`src/rtl/bkf_pkg.sv`:
```
// bkf_pkg: shared types, widths and codes for the spin wait backoff controller
// no dependencies
`timescale 1ns / 1ps

package bkf_pkg;

    localparam int FRACTION_BITS = 16;

    localparam int ACTION_W     = 3;
    localparam int IN_FRAC_W    = 16;
    localparam int SPIN_W       = 10;
    localparam int DELAY_W      = 20;
    localparam int COUNT_W      = 13;
    localparam int MAX_DELAYS_W = 12;
    localparam int CFG_INDEX_W  = 3;
    localparam int CFG_DATA_W   = 20;

    localparam int FRAC_W = (FRACTION_BITS < IN_FRAC_W) ? FRACTION_BITS : IN_FRAC_W;
    localparam int PROD_W = DELAY_W + FRACTION_BITS + 1;

    localparam logic [ACTION_W-1:0] ACT_START  = 3'd0;
    localparam logic [ACTION_W-1:0] ACT_FAILED = 3'd1;
    localparam logic [ACTION_W-1:0] ACT_ACQUIRED = 3'd2;
    localparam logic [ACTION_W-1:0] ACT_LOAD   = 3'd3;
    localparam logic [ACTION_W-1:0] ACT_MERGE  = 3'd4;

    localparam logic [CFG_INDEX_W-1:0] REG_MAX_DELAYS    = 3'd0;
    localparam logic [CFG_INDEX_W-1:0] REG_MIN_DELAY     = 3'd1;
    localparam logic [CFG_INDEX_W-1:0] REG_MAX_DELAY     = 3'd2;
    localparam logic [CFG_INDEX_W-1:0] REG_MIN_SPIN      = 3'd3;
    localparam logic [CFG_INDEX_W-1:0] REG_MAX_SPIN      = 3'd4;
    localparam logic [CFG_INDEX_W-1:0] REG_STEP_UP       = 3'd5;
    localparam logic [CFG_INDEX_W-1:0] REG_INITIAL_SPIN  = 3'd6;

    localparam logic [MAX_DELAYS_W-1:0] RST_MAX_DELAYS = 12'd1000;
    localparam logic [DELAY_W-1:0]      RST_MIN_DELAY  = 20'd1000;
    localparam logic [DELAY_W-1:0]      RST_MAX_DELAY  = 20'd1000000;
    localparam logic [SPIN_W-1:0]       RST_MIN_SPIN   = 10'd10;
    localparam logic [SPIN_W-1:0]       RST_MAX_SPIN   = 10'd1000;
    localparam logic [SPIN_W-1:0]       RST_STEP_UP    = 10'd100;
    localparam logic [SPIN_W-1:0]       RST_INITIAL_SPIN = 10'd100;

    localparam logic [SPIN_W-1:0] SPIN_COUNT_MAX = {SPIN_W{1'b1}};

    typedef struct packed {
        logic [MAX_DELAYS_W-1:0] max_delays;
        logic [DELAY_W-1:0]      delay_floor;
        logic [DELAY_W-1:0]      delay_ceiling;
        logic [SPIN_W-1:0]       min_spin_limit;
        logic [SPIN_W-1:0]       max_spin_limit;
        logic [SPIN_W-1:0]       spin_limit_step_up;
    } cfg_t;

    typedef struct packed {
        logic [ACTION_W-1:0]  action;
        logic [IN_FRAC_W-1:0] random_fraction;
        logic [SPIN_W-1:0]    shared_estimate;
    } request_t;

    typedef struct packed {
        logic               sleep_request;
        logic [DELAY_W-1:0] sleep_usec;
        logic               stuck;
        logic [COUNT_W-1:0] delays_so_far;
        logic [SPIN_W-1:0]  spin_limit_now;
        logic [SPIN_W-1:0]  merged_estimate;
    } result_t;

endpackage

```
`src/rtl/bkf_cfg_regs.sv`:
```
// bkf_cfg_regs: configuration register file, write only
// depends on bkf_pkg
`timescale 1ns / 1ps

module bkf_cfg_regs (
    input  logic                           clk,
    input  logic                           rst_n,
    input  logic                           cfg_we,
    input  logic [bkf_pkg::CFG_INDEX_W-1:0] cfg_index,
    input  logic [bkf_pkg::CFG_DATA_W-1:0]  cfg_data,
    output bkf_pkg::cfg_t                  cfg
);
    import bkf_pkg::*;

    cfg_t cfg_reg;

    always_ff @(posedge clk or negedge rst_n)
    begin
        if (!rst_n)
        begin
            cfg_reg.max_delays         <= RST_MAX_DELAYS;
            cfg_reg.delay_floor        <= RST_MIN_DELAY;
            cfg_reg.delay_ceiling      <= RST_MAX_DELAY;
            cfg_reg.min_spin_limit     <= RST_MIN_SPIN;
            cfg_reg.max_spin_limit     <= RST_MAX_SPIN;
            cfg_reg.spin_limit_step_up <= RST_STEP_UP;
        end
        else if (cfg_we)
        begin
            case (cfg_index)
                REG_MAX_DELAYS:   cfg_reg.max_delays         <= cfg_data[MAX_DELAYS_W-1:0];
                REG_MIN_DELAY:    cfg_reg.delay_floor        <= cfg_data[DELAY_W-1:0];
                REG_MAX_DELAY:    cfg_reg.delay_ceiling      <= cfg_data[DELAY_W-1:0];
                REG_MIN_SPIN:     cfg_reg.min_spin_limit     <= cfg_data[SPIN_W-1:0];
                REG_MAX_SPIN:     cfg_reg.max_spin_limit     <= cfg_data[SPIN_W-1:0];
                REG_STEP_UP:      cfg_reg.spin_limit_step_up <= cfg_data[SPIN_W-1:0];
                // reset restores the initial limit, so a write never shows
                REG_INITIAL_SPIN: ;
                default: ;
            endcase
        end
    end

    assign cfg = cfg_reg;

endmodule

```
`src/rtl/bkf_engine.sv`:
```
// bkf_engine: wait state registers and the single pass next state and result logic
// depends on bkf_pkg
`timescale 1ns / 1ps

module bkf_engine (
    input  logic               clk,
    input  logic               rst_n,
    input  logic               advance,
    input  bkf_pkg::request_t  req,
    input  bkf_pkg::cfg_t      cfg,
    output bkf_pkg::result_t   res
);
    import bkf_pkg::*;

    localparam logic [PROD_W-1:0] HALF = PROD_W'(1) << (FRACTION_BITS - 1);

    logic [SPIN_W-1:0]  spin_count_reg,  spin_count_next;
    logic [COUNT_W-1:0] delay_count_reg, delay_count_next;
    logic [DELAY_W-1:0] cur_delay_reg,   cur_delay_next;
    logic [SPIN_W-1:0]  spin_limit_reg,  spin_limit_next;
    logic               stuck_reg,       stuck_next;

    logic [SPIN_W-1:0]  spin_inc;
    logic               hit;
    logic [DELAY_W-1:0] cur_eff;
    logic [PROD_W-1:0]  prod;
    logic [PROD_W-1:0]  rounded;
    logic [DELAY_W:0]   grown;
    logic [SPIN_W:0]    limit_up;
    logic [SPIN_W+3:0]  merge_sum;
    logic [COUNT_W-1:0] max_delays_ext;

    always_comb
    begin
        spin_inc = (spin_count_reg < SPIN_COUNT_MAX) ? spin_count_reg + 1'b1 : spin_count_reg;
        hit      = (spin_inc >= spin_limit_reg);
        cur_eff  = (cur_delay_reg == '0) ? cfg.delay_floor : cur_delay_reg;
        prod     = PROD_W'(cur_eff) * PROD_W'(req.random_fraction[FRAC_W-1:0]);
        rounded  = prod + HALF;
        grown    = {1'b0, cur_eff} + rounded[PROD_W-1:FRACTION_BITS];
        limit_up = {1'b0, spin_limit_reg} + {1'b0, cfg.spin_limit_step_up};
        merge_sum = ({4'd0, req.shared_estimate} << 4) - {4'd0, req.shared_estimate}
                  + {4'd0, spin_limit_reg};
        max_delays_ext = {1'b0, cfg.max_delays};

        spin_count_next  = spin_count_reg;
        delay_count_next = delay_count_reg;
        cur_delay_next   = cur_delay_reg;
        spin_limit_next  = spin_limit_reg;
        stuck_next       = stuck_reg;

        res = '0;

        case (req.action)
            ACT_START:
            begin
                spin_count_next  = '0;
                delay_count_next = '0;
                cur_delay_next   = '0;
                stuck_next       = 1'b0;
            end
            ACT_FAILED:
            begin
                spin_count_next = spin_inc;
                if (hit)
                begin
                    spin_count_next = '0;
                    if (delay_count_reg <= max_delays_ext)
                    begin
                        delay_count_next = delay_count_reg + 1'b1;
                    end
                    if (delay_count_next > max_delays_ext)
                    begin
                        stuck_next = 1'b1;
                    end
                    res.sleep_request = 1'b1;
                    res.sleep_usec    = cur_eff;
                    if (grown > {1'b0, cfg.delay_ceiling})
                    begin
                        cur_delay_next = cfg.delay_floor;
                    end
                    else
                    begin
                        cur_delay_next = grown[DELAY_W-1:0];
                    end
                end
            end
            ACT_ACQUIRED:
            begin
                if (cur_delay_reg == '0)
                begin
                    if (spin_limit_reg < cfg.max_spin_limit)
                    begin
                        spin_limit_next = (limit_up < {1'b0, cfg.max_spin_limit})
                                        ? limit_up[SPIN_W-1:0] : cfg.max_spin_limit;
                    end
                end
                else if (spin_limit_reg > cfg.min_spin_limit)
                begin
                    spin_limit_next = spin_limit_reg - 1'b1;
                end
            end
            ACT_LOAD:
            begin
                spin_limit_next = req.shared_estimate;
            end
            ACT_MERGE:
            begin
                res.merged_estimate = merge_sum[SPIN_W+3:4];
            end
            default: ;
        endcase

        res.stuck          = stuck_next;
        res.delays_so_far  = delay_count_next;
        res.spin_limit_now = spin_limit_next;
    end

    always_ff @(posedge clk or negedge rst_n)
    begin
        if (!rst_n)
        begin
            spin_count_reg  <= '0;
            delay_count_reg <= '0;
            cur_delay_reg   <= '0;
            spin_limit_reg  <= RST_INITIAL_SPIN;
            stuck_reg       <= 1'b0;
        end
        else if (advance)
        begin
            spin_count_reg  <= spin_count_next;
            delay_count_reg <= delay_count_next;
            cur_delay_reg   <= cur_delay_next;
            spin_limit_reg  <= spin_limit_next;
            stuck_reg       <= stuck_next;
        end
    end

endmodule

```
`src/rtl/spin_wait_backoff_controller_top.sv`:
```
// spin_wait_backoff_controller_top: request register, backoff engine, result register
// depends on bkf_pkg, bkf_cfg_regs, bkf_engine
`timescale 1ns / 1ps

// Backoff controller for a lock wait loop.
// Request channel: in_valid / in_stall with action, random_fraction and
// shared_estimate. A request is taken at a rising edge with in_valid high
// and in_stall low. Every request gives exactly one result.
// Result channel: out_valid / out_stall with sleep_request, sleep_usec,
// stuck, delays_so_far, spin_limit_now and merged_estimate; a result is
// taken at an edge with out_valid high and out_stall low.
// A request passes through the request register, then the engine's single
// pass of a 20 by 16 multiply, a round add and a wrap compare into the
// result register.
// Throughput is one request per cycle while out_stall stays low.
// When the receiver stalls, the result holds and one more request is
// buffered; in_stall then rises until the result is taken.
// Configuration: cfg_we, cfg_index, cfg_data, written while idle.
// Reset clears both valid flags and the wait state and restores register defaults.
module spin_wait_backoff_controller_top (
    input  logic                            clk,
    input  logic                            rst_n,
    input  logic                            in_valid,
    output logic                            in_stall,
    input  logic [bkf_pkg::ACTION_W-1:0]    action,
    input  logic [bkf_pkg::IN_FRAC_W-1:0]   random_fraction,
    input  logic [bkf_pkg::SPIN_W-1:0]      shared_estimate,
    output logic                            out_valid,
    input  logic                            out_stall,
    output logic                            sleep_request,
    output logic [bkf_pkg::DELAY_W-1:0]     sleep_usec,
    output logic                            stuck,
    output logic [bkf_pkg::COUNT_W-1:0]     delays_so_far,
    output logic [bkf_pkg::SPIN_W-1:0]      spin_limit_now,
    output logic [bkf_pkg::SPIN_W-1:0]      merged_estimate,
    input  logic                            cfg_we,
    input  logic [bkf_pkg::CFG_INDEX_W-1:0] cfg_index,
    input  logic [bkf_pkg::CFG_DATA_W-1:0]  cfg_data
);
    import bkf_pkg::*;

    cfg_t     cfg;
    request_t req_reg;
    logic     req_valid_reg, req_valid_next;
    result_t  res;
    result_t  res_reg;
    logic     res_valid_reg, res_valid_next;
    logic     advance;
    logic     accept;

    assign advance  = req_valid_reg && (!res_valid_reg || !out_stall);
    assign in_stall = req_valid_reg && res_valid_reg && out_stall;
    assign accept   = in_valid && !in_stall;

    always_comb
    begin
        req_valid_next = accept ? 1'b1 : (advance ? 1'b0 : req_valid_reg);
        res_valid_next = advance ? 1'b1 : (out_stall ? res_valid_reg : 1'b0);
    end

    bkf_cfg_regs u_cfg (
        .clk       (clk),
        .rst_n     (rst_n),
        .cfg_we    (cfg_we),
        .cfg_index (cfg_index),
        .cfg_data  (cfg_data),
        .cfg       (cfg)
    );

    bkf_engine u_engine (
        .clk     (clk),
        .rst_n   (rst_n),
        .advance (advance),
        .req     (req_reg),
        .cfg     (cfg),
        .res     (res)
    );

    always_ff @(posedge clk or negedge rst_n)
    begin
        if (!rst_n)
        begin
            req_valid_reg <= 1'b0;
            res_valid_reg <= 1'b0;
        end
        else
        begin
            req_valid_reg <= req_valid_next;
            res_valid_reg <= res_valid_next;
        end
    end

    always_ff @(posedge clk)
    begin
        if (accept)
        begin
            req_reg.action          <= action;
            req_reg.random_fraction <= random_fraction;
            req_reg.shared_estimate <= shared_estimate;
        end
        if (advance)
        begin
            res_reg <= res;
        end
    end

    assign out_valid       = res_valid_reg;
    assign sleep_request   = res_reg.sleep_request;
    assign sleep_usec      = res_reg.sleep_usec;
    assign stuck           = res_reg.stuck;
    assign delays_so_far   = res_reg.delays_so_far;
    assign spin_limit_now  = res_reg.spin_limit_now;
    assign merged_estimate = res_reg.merged_estimate;

endmodule

```
`config.mk`:
```
export PLATFORM = sky130hd
export DESIGN_NAME = spin_wait_backoff_controller_top
export DESIGN_NICKNAME = d
export VERILOG_FILES = /design/src/rtl/bkf_pkg.sv /design/src/rtl/bkf_cfg_regs.sv /design/src/rtl/bkf_engine.sv /design/src/rtl/spin_wait_backoff_controller_top.sv
export SDC_FILE = /design/constraint.sdc
export NUM_CORES = 1
export LEC_CHECK = 0
export BUFFER_PORTS_ARGS = -buffer_cell sky130_fd_sc_hd__buf_2
export CORE_UTILIZATION = 50
export DETAILED_ROUTE_END_ITERATION = 6
export MAX_ROUTING_LAYER = met4
export PLACE_DENSITY_LB_ADDON = 0.2
export SYNTH_ARGS = -nofsm -noshare
export SYNTH_HDL_FRONTEND = slang
export SYNTH_SLANG_ARGS = --single-unit
```
`constraint.sdc`:
```
create_clock -name clk -period 11.6 [get_ports clk]
set_input_delay 1.16 -clock clk [delete_from_list [all_inputs] [get_ports clk]]
set_output_delay 1.16 -clock clk [all_outputs]
set_load 0.005 [all_outputs]
```
# ---- Yosys cells after proc, flatten, opt, wreduce, memory -nomap -nowiden
# Cells that the tools add are included.
dict set report totals {
  word_cells 97
  output_inout_bits 57
  register_bits 222
}
dict set report op_classes {
  add_sub_neg 8
  n_mux 25
  eq_ne 11
  mul 1
  reduce_logical 22
  order_cmp 8
}
# operator count
set op_table {}
lappend op_table {{2-to-1 mux 10 bit} 6}
lappend op_table {{2-to-1 mux 20 bit} 3}
lappend op_table {{2-to-1 mux 13 bit} 4}
lappend op_table {{one-hot mux 10 bit (2 select lines)} 2}
lappend op_table {{one-hot mux 20 bit (2 select lines)} 1}
lappend op_table {{adder 36 x 16 -> 37 bit (second input constant)} 1}
lappend op_table {{multiplier 20 x 16 -> 36 bit} 1}
lappend op_table {{one-hot mux 13 bit (2 select lines)} 1}
lappend op_table {{adder 20 x 21 -> 21 bit} 1}
lappend op_table {{greater-than comparator 21 x 20 -> 1 bit} 1}
lappend op_table {{2-to-1 mux 21 bit} 1}
lappend op_table {{logical NOT 20 bit} 1}
lappend op_table {{AND reduction 2 bit} 8}
lappend op_table {{adder 14 x 10 -> 14 bit} 1}
lappend op_table {{subtractor 14 x 10 -> 14 bit} 1}
lappend op_table {{adder 13 x 1 -> 13 bit (second input constant)} 1}
lappend op_table {{greater-than comparator 13 x 12 -> 1 bit} 1}
lappend op_table {{<= comparator 13 x 12 -> 1 bit} 1}
lappend op_table {{== test 3 x 2 -> 1 bit (second input constant)} 4}
lappend op_table {{adder 10 x 10 -> 11 bit} 1}
lappend op_table {{< comparator 11 x 10 -> 1 bit} 1}
lappend op_table {{adder 10 x 1 -> 10 bit (second input constant)} 1}
lappend op_table {{>= comparator 10 bit} 1}
lappend op_table {{greater-than comparator 10 bit} 1}
lappend op_table {{14 further kinds} 30}

# ---- Logic depth before layout (Yosys ltp)
# Gate-level depths: netlist (run 1).
dict set report depth {
  word_depth 9
  ltp_mapped 47
}

# ---- By module
# From an unflattened synthesis (run 1), not the netlist that was laid out.
dict set report hier_totals {
  hier_cells 2444
  hier_area_um2 23744.0
}
# mod n_inst area_per_inst_um2 cells_per_inst
set modules_own_cells {}
lappend modules_own_cells {bkf_engine 1 17953.5 2174}
lappend modules_own_cells {bkf_cfg_regs 1 3175.5 178}
lappend modules_own_cells {spin_wait_backoff_controller_top 1 2615.0 92}

# ---- Least setup slack after synthesis (run 1)
# Ideal clock, no wire load.
dict set report synth_timing {
  kind {register to register}
  startpoint {register u_engine.cur_delay_reg[1]}
  endpoint {register u_engine.cur_delay_reg[0]}
  arrival_ns 10.404
  path_stages_with_launch 47
  setup_slack_ns 1.051
  period_less_slack_ns 10.549
  setup_ns 0.145
  t_required_ns 11.455
  n_path_buf 3
  cell_sequence {dfrtp_1 -> nor4_1 -> nand2_1 -> nor3_2 -> clkbuf_1 -> a21o_1 -> buf_1 -> nand2_1 -> fa_1 -> inv_1 -> fa_1 -> inv_1 -> fa_1 -> inv_1 -> fa_1 -> fa_1 -> inv_1 -> fa_1 -> [11 not listed] -> o211ai_1 -> o41ai_1 -> o21ai_0 -> a21o_1 -> a21o_1 -> a21oi_1 -> xnor2_1 -> ha_1 -> a21o_1 -> a21o_1 -> a21oi_1 -> o21ai_0 -> a21oi_1 -> a41oi_1 -> nor3b_2 -> buf_6 -> mux2i_1 -> o31ai_2}
}
dict set report synth_between {
  elab_chain_len 9
}
# item line
set synth_lines {}
lappend synth_lines {{from (decl)} bkf_engine.sv:19} ;# logic [DELAY_W-1:0] cur_delay_reg, cur_delay_next;
lappend synth_lines {{from (signal assigned)} bkf_engine.sv:133} ;# cur_delay_reg <= cur_delay_next;
lappend synth_lines {{logical NOT 20 bit *} bkf_engine.sv:37} ;# cur_eff = (cur_delay_reg == '0) ? cfg.delay_floor : cur_delay_reg;
lappend synth_lines {{2-to-1 mux 20 bit *} bkf_engine.sv:37}
lappend synth_lines {{via u_engine.cur_eff[5]} bkf_engine.sv:25} ;# logic [DELAY_W-1:0] cur_eff;
lappend synth_lines {{multiplier 20 x 16 -> 36 bit} bkf_engine.sv:38} ;# prod = PROD_W'(cur_eff) * PROD_W'(req.random_fraction[FRAC_W-1:0]);
lappend synth_lines {{adder 36 x 16 -> 37 bit} bkf_engine.sv:39} ;# rounded = prod + HALF;
lappend synth_lines {{adder 20 x 21 -> 21 bit *} bkf_engine.sv:40} ;# grown = {1'b0, cur_eff} + rounded[PROD_W-1:FRACTION_BITS];
lappend synth_lines {{greater-than comparator 21 x 20 -> 1 bit} bkf_engine.sv:78} ;# if (grown > {1'b0, cfg.delay_ceiling})
lappend synth_lines {{2-to-1 mux 20 bit *} bkf_engine.sv:78}
lappend synth_lines {{2-to-1 mux 20 bit *} bkf_engine.sv:65} ;# if (hit)
lappend synth_lines {{one-hot mux 20 bit (2 select lines) *} bkf_engine.sv:54} ;# case (req.action)
# Mark *: on every way through the listed nets, which the timed path passes. The rest lies on a longest branch. The select of a mux whose other input is x is not followed.
# A chain may end at the register's enable or synchronous reset.

# ---- Worst setup path after layout (run 1)
dict set report layout_timing {
  startpoint {register u_engine.cur_delay_reg[17]}
  endpoint {register u_engine.cur_delay_reg[13]}
}
dict set report layout_between {
  elab_chain_len 9
}
# item line
set layout_lines {}
lappend layout_lines {{logical NOT 20 bit} bkf_engine.sv:37}
lappend layout_lines {{2-to-1 mux 20 bit *} bkf_engine.sv:37}
lappend layout_lines {{multiplier 20 x 16 -> 36 bit} bkf_engine.sv:38}
lappend layout_lines {{adder 36 x 16 -> 37 bit} bkf_engine.sv:39}
lappend layout_lines {{adder 20 x 21 -> 21 bit *} bkf_engine.sv:40}
lappend layout_lines {{greater-than comparator 21 x 20 -> 1 bit} bkf_engine.sv:78}
lappend layout_lines {{2-to-1 mux 20 bit *} bkf_engine.sv:78}
lappend layout_lines {{2-to-1 mux 20 bit *} bkf_engine.sv:65}
lappend layout_lines {{one-hot mux 20 bit (2 select lines) *} bkf_engine.sv:54}
# Every way passes the cells marked *; elsewhere a longest branch is shown, timed or not. The select of a mux whose other input is x is not followed.

==> impl_metrics.env, run 1 <==
export IMPL_syn_area_sq_mm=0.02412
export IMPL_synth_seq_area_share_pct=24.95
export IMPL_met1_usage_pct=38.16
export IMPL_cap_violations=0
export IMPL_clock_latency_ps=620
export IMPL_slowest_delay_ps=560
export IMPL_htreeDepth=1
export IMPL_holdCritPathClass="reg -> reg"
export IMPL_layout_drive_gt1_share_pct=12.81
export IMPL_avgSynthCellArea_sq_um=9.578
export IMPL_synthArstFlopShare_pct=62.16
export IMPL_drt_first_pass_iters=7
export IMPL_synth_fp_nets=3087
export IMPL_yosys_warnings=0
export IMPL_synth_main_ff_cell="dfrtp_1"
export IMPL_critPathCaptureType="register"
export IMPL_crit_fanout=20
export IMPL_drcViolationCount=0
export IMPL_tightest_slew_ps=1080
export IMPL_worst_path_most_repeated_cell="fa_1"
export IMPL_relSlewSlack_pct=27.99
export IMPL_critPathSlowestCell="fa_1"
export IMPL_cp_arrival_ps=11650
export IMPL_vias=18410
export IMPL_clockBufferDepth=3
export IMPL_r2r_setup_slack_ps=390
export IMPL_fmax_ghz=0.08920
export IMPL_first_global_vias=18750
export IMPL_gp_congestion=0.9352
export IMPL_cts_sinks=222
export IMPL_initial_utilization_pct=50.62
export IMPL_cts_tree="done"
export IMPL_rsz0062_at_grt="false"
export IMPL_core_rowCount=80
export IMPL_die_x_um=221.6
export IMPL_grt_max_degree=71
export IMPL_first_iter_violations=1349
export IMPL_synthCells=2518
export IMPL_finalNetCount=3169
export IMPL_ant_nets=0
export IMPL_fin_crit_ps=11210
export IMPL_synth_seq_cells=222
export IMPL_portBuffers=113
export IMPL_final_common_cell="inv_1"
export IMPL_grt_pass1_wl_um=103600
export IMPL_period_share_pct=96.65
export IMPL_path_class="reg -> reg"
export IMPL_fill_cells=4210
export IMPL_yosys_top_cells_area="fa_1 (21%), ha_1 (13%), dfrtp_1 (11%), edfxtp_1 (10%), inv_1 (6.4%)"
export IMPL_met3_usage_pct=3.870
export IMPL_yosysTopAreaCellShare_pct=21.42
export IMPL_hold_viol_final=0
export IMPL_yosysTopAreaCell="fa_1"
export IMPL_avgViaCountPerCell=5.684
export IMPL_synth_edff_count=84
export IMPL_dieArea_sq_mm=0.04912
export IMPL_area_growth_pct=9.421
export IMPL_grt_use_met2_pct=43.30
export IMPL_largest_register_ffs=82
export IMPL_layout_common_cells="inv_1 (410), nand2_1 (289), fa_1 (258)"
export IMPL_path_clk_slew_ps=60
export IMPL_cts_hold_buffers_added=0
export IMPL_synth_cell_types=76
export IMPL_reg2reg_depth=41
export IMPL_core_area_sq_mm=0.04765
export IMPL_cts_root_buffer="clkbuf_16"
export IMPL_tns_ps=0
export IMPL_busiest_layer="met2"
export IMPL_worst_ep_required_time_ps=12040
export IMPL_wl_per_cell_um=19.90
export IMPL_status="finished clean"
export IMPL_grt_overflow_total=0
export IMPL_dpl_hpwl_um=49110
export IMPL_ios=114
export IMPL_drv_slew=0
export IMPL_cts_buffers=28
export IMPL_worstSetupStartpointType="register"
export IMPL_die_y_um=221.6
export IMPL_track_usage_pct=27.64
export IMPL_worstHoldPathCells=1
export IMPL_finalSetupViolCount=0
export IMPL_antenna_found_initial=3
export IMPL_finClkSkew_ps=47.44
export IMPL_wl_um=64460
[path summary, 6_finish.rpt]
kind                                                   end                       start
worst max register to register  u_engine.cur_delay_reg[13]  u_engine.cur_delay_reg[17]
max in group asynchronous                    u_cfg.cfg[11]                       rst_n
min in group asynchronous       u_engine.spin_count_reg[9]                       rst_n
worst max-delay path            u_engine.cur_delay_reg[13]  u_engine.cur_delay_reg[17]
worst min-delay path                             out_valid               req_valid_reg
worst min register to register                   out_valid               req_valid_reg
[kinds of logic (layout without fill, tap and decap cells)]
family	Yosys count	count (layout)	share of synthesized area, %
flip-flops	222	222	24.95
other	0	2	0
adder cells (fa/ha/maj)	512	512	34.59
buffers and inverters	511	615	8.051
AO/OA/AOI/OAI	419	419	11.77
multiplexers	84	84	3.735
XOR/XNOR	72	72	2.615
AND/OR/NAND/NOR	698	698	14.29
[final cells by class]
type                       instances  area [sq um]  area share (%)
antenna                            2         5.005         0.01896
clock buffer                      38         834.6           3.162
clock inverter                    14         126.4          0.4789
inverter                         411          1543           5.846
multi-input combinational       1785         16220           61.46
sequential                       222          6017           22.80
tap                              615         769.5           2.916
timing repair buffer             152         875.8           3.319
[metal layers]
| metal | vias up | part of all wire [%] |
|---|---|---|
| li1 | 8479 | - |
| met1 | 9260 | 45 |
| met5 | - | 0 |
| met2 | 581 | 46 |
| met4 | 0 | 1.9 |
| met3 | 92 | 6.6 |
[critical path, delay by kind of cell (launching register included)]
kind,cells,cell delay (ps)
compound gates,15,2790
flops,1,400
simple gates,9,2310
xor+xnor,2,480
buf+inv,5,630
fa+ha+maj,9,4190
mux,1,260
[per-stage QoR]
step | hold slack (ps) | cells | setup WS, ps | area [sq um] | utilization (%)
after floorplan | 457.6 | 2518 | 1051 | 24120 | -
after global placement | 473.5 | 3185 | 436.7 | 25400 | 53.31
after detailed placement | 481.5 | 3185 | 263.2 | 25400 | 53.31
after CTS | 498.0 | 3237 | 248.0 | 26360 | 55.32
after global routing | 519.6 | 3239 | 2.499 | 26390 | 55.39
final | 491.8 | 3239 | 388.8 | 26390 | 55.39
[what timing repair did]
item,4_1_cts,5_1_grt
endpoints found under the setup margin,0,20
buffers inserted,0,0
resized for setup,0,10
[cells in the mapped netlist (71+ instances only)]
master / n
a21o_1: 71
fa_1: 258
dfrtp_1: 105
clkbuf_1: 80
edfxtp_1: 84
a21oi_1: 93
inv_1: 411
and2_1: 158
o21ai_0: 102
nor2_1: 79
ha_1: 254
nand2_1: 289
Power of run 1 is not shown: default switching activity piles up to over one toggle a cycle in this logic, so the estimate is an artifact.
==> run 2, diff against run 1 <==
Settings changed: REMOVE_ABC_BUFFERS set to 1.
Clock period 11.6 ns to 11.4 ns, I/O delays scaled along.
==> impl_metrics.env, run 2 (synthesized netlist as in run 1, its figures left out) <==
export IMPL_status="finished clean"
export IMPL_core_rowCount=80
export IMPL_cap_violations=0
export IMPL_initial_utilization_pct=50.62
export IMPL_worst_ep_required_time_ps=11850
export IMPL_period_share_pct=95.82
export IMPL_cp_startpoint="u_engine.cur_delay_reg[13]"
export IMPL_cp_arrival_ps=11370
export IMPL_grt_overflow_total=0
export IMPL_layout_common_cells="inv_1 (410), nand2_1 (289), fa_1 (258)"
export IMPL_first_global_vias=19120
export IMPL_hold_end="out_valid"
export IMPL_track_usage_pct=28.09
export IMPL_cts_root_buffer="clkbuf_16"
export IMPL_relSlewSlack_pct=25.62
export IMPL_crit_buf_inv=9
export IMPL_ant_nets=0
export IMPL_finalSetupViolCount=0
export IMPL_first_iter_violations=1467
export IMPL_avgViaCountPerCell=5.684
export IMPL_cts_sinks=222
export IMPL_critPathCaptureType="register"
export IMPL_die_x_um=221.6
export IMPL_worstSetupStartpointType="register"
export IMPL_drcViolationCount=0
export IMPL_fill_cells=4233
export IMPL_layout_drive_gt1_share_pct=13.75
export IMPL_drt_first_pass_iters=6
export IMPL_grt_pass1_wl_um=105600
export IMPL_path_class="reg -> reg"
export IMPL_vias=18540
export IMPL_cts_hold_buffers_added=0
export IMPL_dieArea_sq_mm=0.04912
export IMPL_reg2reg_depth=45
export IMPL_clock_latency_ps=610
export IMPL_layoutNonFillerInstCount=3262
export IMPL_final_common_cell="inv_1"
export IMPL_drv_slew=0
export IMPL_seq_area_sq_mm=0.006017
export IMPL_wl_um=65830
export IMPL_finalNetCount=3194
export IMPL_cts_tree="done"
export IMPL_clockBufferDepth=3
export IMPL_htreeDepth=1
export IMPL_largest_register_ffs=82
export IMPL_fin_crit_ps=10920
export IMPL_min_from="req_valid_reg"
export IMPL_dpl_hpwl_um=50320
export IMPL_wl_per_cell_um=20.18
export IMPL_core_area_sq_mm=0.04765
export IMPL_critPathSlowestCell="fa_1"
export IMPL_worstReg2RegEnd="u_engine.cur_delay_reg[14]"
export IMPL_holdCritPathClass="reg -> reg"
export IMPL_die_y_um=221.6
export IMPL_multiInputGateArea_sq_mm=0.01628
export IMPL_worst_path_dominant_cell_family="adder cells"
export IMPL_crit_fanout=11
export IMPL_slowest_delay_ps=550
export IMPL_hold_viol_final=0
export IMPL_area_growth_pct=10.53
export IMPL_reg2reg_from="u_engine.cur_delay_reg[13]"
export IMPL_portBuffers=113
export IMPL_tightest_slew_ps=1116
export IMPL_finClkSkew_ps=34.53
export IMPL_grt_max_degree=90
export IMPL_antenna_found_initial=0
export IMPL_antenna_cells=0
export IMPL_gp_congestion=0.9605
export IMPL_worst_path_most_repeated_cell="fa_1"
export IMPL_ios=114
export IMPL_r2r_setup_slack_ps=480
export IMPL_worstHoldPathCells=1
export IMPL_fmax_ghz=0.09154
export IMPL_placedCellCount=3202
export IMPL_cts_buffers=28
export IMPL_path_clk_slew_ps=60
[run 2: per-stage QoR]
stage | instance area, sq um | hold slack, ps | utilization [%] | setup WS [ps] | TNS (ps)
after CTS | 26470 | 506.1 | 55.56 | 110.2 | 0
after global routing | 26660 | 527.0 | 55.95 | -77.85 | -1056
after global placement | 25520 | 470.9 | 53.57 | 411.2 | 0
final | 26660 | 502.6 | 55.95 | 476.3 | 0
after detailed placement | 25520 | 491.4 | 53.57 | 130.0 | 0
after floorplan | 23720 | 457.6 | - | -199.8 | -3997
[run 2: worst max-delay path by stage]
stage                                 end  cells past startpoint  slack (ps)
2_1_floorplan   u_engine.cur_delay_reg[0]                     43        -200
5_1_grt        u_engine.cur_delay_reg[11]                     45         -80
4_1_cts        u_engine.cur_delay_reg[14]                     41         110
6_report       u_engine.cur_delay_reg[14]                     45         480
3_5_place_dp   u_engine.cur_delay_reg[14]                     41         130
3_3_place_gp    u_engine.cur_delay_reg[8]                     44         410
[run 2: final cells by class]
type	count	share of cell area, %
Clock buffer	41	3.041
Clock inverter	11	0.5257
Inverter	411	5.787
Multi-Input combinational cell	1785	61.06
Sequential cell	222	22.57
Tap cell	615	2.887
Timing Repair Buffer	177	4.130
[run 2: timing repair]
item / 4_1_cts / 5_1_grt
endpoints found under the setup margin: 0 / 20
buffers inserted: 0 / 6
gates resized for setup: 0 / 28
hold endpoints to repair: 0 / 0
[run 2: per-layer routing]
layer	vias up	global-route usage, %	wire [um]
li1	8525	-	-
met3	125	4.161	4503
met5	-	-	0
met4	0	6.989	1594
met2	597	42.90	29650
met1	9293	39.30	30080
Power of run 2 is left out for the same reason.
==> run 3, diff against run 2 <==
Settings changed: BUFFER_PORTS_ARGS -buffer_cell sky130_fd_sc_hd__buf_2 to not set, DONT_BUFFER_PORTS set to 1.
==> impl_metrics.env, run 3 (synthesized netlist as in run 1, its figures left out) <==
export IMPL_cts_hold_buffers_added=0
export IMPL_finalSetupViolCount=0
export IMPL_tightest_slew_ps=1298
export IMPL_holdCritPathClass="in -> async"
export IMPL_hold_viol_final=0
export IMPL_status="finished clean"
export IMPL_vias=17980
export IMPL_path_clk_slew_ps=60
export IMPL_dieArea_sq_mm=0.04912
export IMPL_clockBufferDepth=3
export IMPL_critPathCaptureType="register"
export IMPL_fmax_ghz=0.09047
export IMPL_first_global_vias=18310
export IMPL_wl_met1_um=28870
export IMPL_final_common_cell="inv_1"
export IMPL_pre_cts_ws_ps=216.2
export IMPL_layout_setup_ws_ps=346.1
export IMPL_finClkSkew_ps=13.40
export IMPL_wl_per_cell_um=20.42
export IMPL_worst_path_most_repeated_cell="fa_1"
export IMPL_drv_slew=0
export IMPL_cts_root_buffer="clkbuf_16"
export IMPL_clock_latency_ps=560
export IMPL_drt_first_pass_iters=5
export IMPL_final_util_pct=54.76
export IMPL_first_iter_violations=1531
export IMPL_final_cell_area_sq_mm=0.02609
export IMPL_relSlewSlack_pct=13.17
export IMPL_avgViaCountPerCell=5.708
export IMPL_cts_sinks=222
export IMPL_worstSetupStartpointType="register"
export IMPL_largest_register_ffs=82
export IMPL_worst_ep_required_time_ps=11820
export IMPL_worst_path_stages=45
export IMPL_reg2reg_depth=45
export IMPL_wl_um=64330
export IMPL_core_area_sq_mm=0.04765
export IMPL_antenna_found_initial=2
export IMPL_period_share_pct=96.96
export IMPL_layoutNonFillerInstCount=3150
export IMPL_core_rowCount=80
export IMPL_layout_common_cells="inv_1 (410), nand2_1 (289), fa_1 (258)"
export IMPL_cp_arrival_ps=11470
export IMPL_slowest_delay_ps=540
export IMPL_critPathSlowestCell="fa_1"
export IMPL_ant_nets=0
export IMPL_initial_utilization_pct=50.62
export IMPL_area_growth_pct=8.176
export IMPL_cts_tree="done"
export IMPL_top_layer="met4"
export IMPL_track_usage_pct=27.28
export IMPL_finalNetCount=3082
export IMPL_grt_max_degree=139
export IMPL_die_y_um=221.6
export IMPL_portBuffers=0
export IMPL_gp_congestion=0.9422
export IMPL_dpl_hpwl_um=49070
export IMPL_crit_fanout=8
export IMPL_met2_length_um=28920
export IMPL_route_met3_wl_um=4645
export IMPL_ios=114
export IMPL_crit_buf_inv=11
export IMPL_layout_drive_gt1_share_pct=10.50
export IMPL_cts_buffers=27
export IMPL_htreeDepth=1
export IMPL_die_x_um=221.6
export IMPL_grt_pass1_wl_um=102000
export IMPL_fin_crit_ps=11050
export IMPL_worst_path_dominant_cell_family="adder cells"
export IMPL_fill_cells=4236
export IMPL_post_dp_cell_area_sq_mm=0.02492
export IMPL_cap_violations=0
export IMPL_grt_overflow_total=0
export IMPL_drcViolationCount=0
export IMPL_placedCellCount=3085
export IMPL_path_class="reg -> reg"
[run 3: changes by cell type in the layout (fill, tap and decap cells not counted), moves of 3 or more]
cell       change
mux2i_2        +5
mux2i_1        -5
clkbuf_16      -3
clkinv_2       +4
a21o_4         +4
buf_2        -112
a21o_2         -3
buf_6          +3
[run 3: final cells by class]
cell class                      instances  area (sq um)  share of cell area, %
Sequential cell                       222          6017                  23.06
Clock buffer                           35         725.7                  2.782
Clock inverter                         14         128.9                 0.4940
Timing Repair Buffer                   66         521.8                  2.000
Antenna cell                            2         5.005                0.01918
Multi-Input combinational cell       1785         16380                  62.78
Inverter                              411          1543                  5.913
Tap cell                              615         769.5                  2.949
[run 3: per-stage QoR]
stage	TNS (ps)	hold WS, ps
2_1_floorplan	-3997	457.6
3_3_place_gp	0	473.2
3_5_place_dp	0	499.1
4_1_cts	0	268.8
5_1_grt	-1262	268.5
6_report	0	289.4
[run 3: layer usage]
metal / global-route usage, % / up-vias
li1: - / 8304
met1: 37.89 / 8976
met2: 41.78 / 597
met3: 4.135 / 102
met4: 7.079 / 0
met5: - / -
[run 3: repair_timing]
item | 4_1_cts | 5_1_grt
gates resized for setup | 0 | 49
endpoints found under the setup margin | 0 | 20
setup buffers | 0 | 13
[run 3: final timing paths]
kind,from,to,slack [ps]
min,rst_n,u_cfg.cfg[9],290
max,u_engine.cur_delay_reg[17],u_engine.cur_delay_reg[13],350
max in group asynchronous,rst_n,u_cfg.cfg[59],10800
min reg2reg,req_valid_reg,out_valid,500
min in group clk,req_valid_reg,out_valid,500
max reg2reg,u_engine.cur_delay_reg[17],u_engine.cur_delay_reg[13],350
Power of run 3 is left out for the same reason.
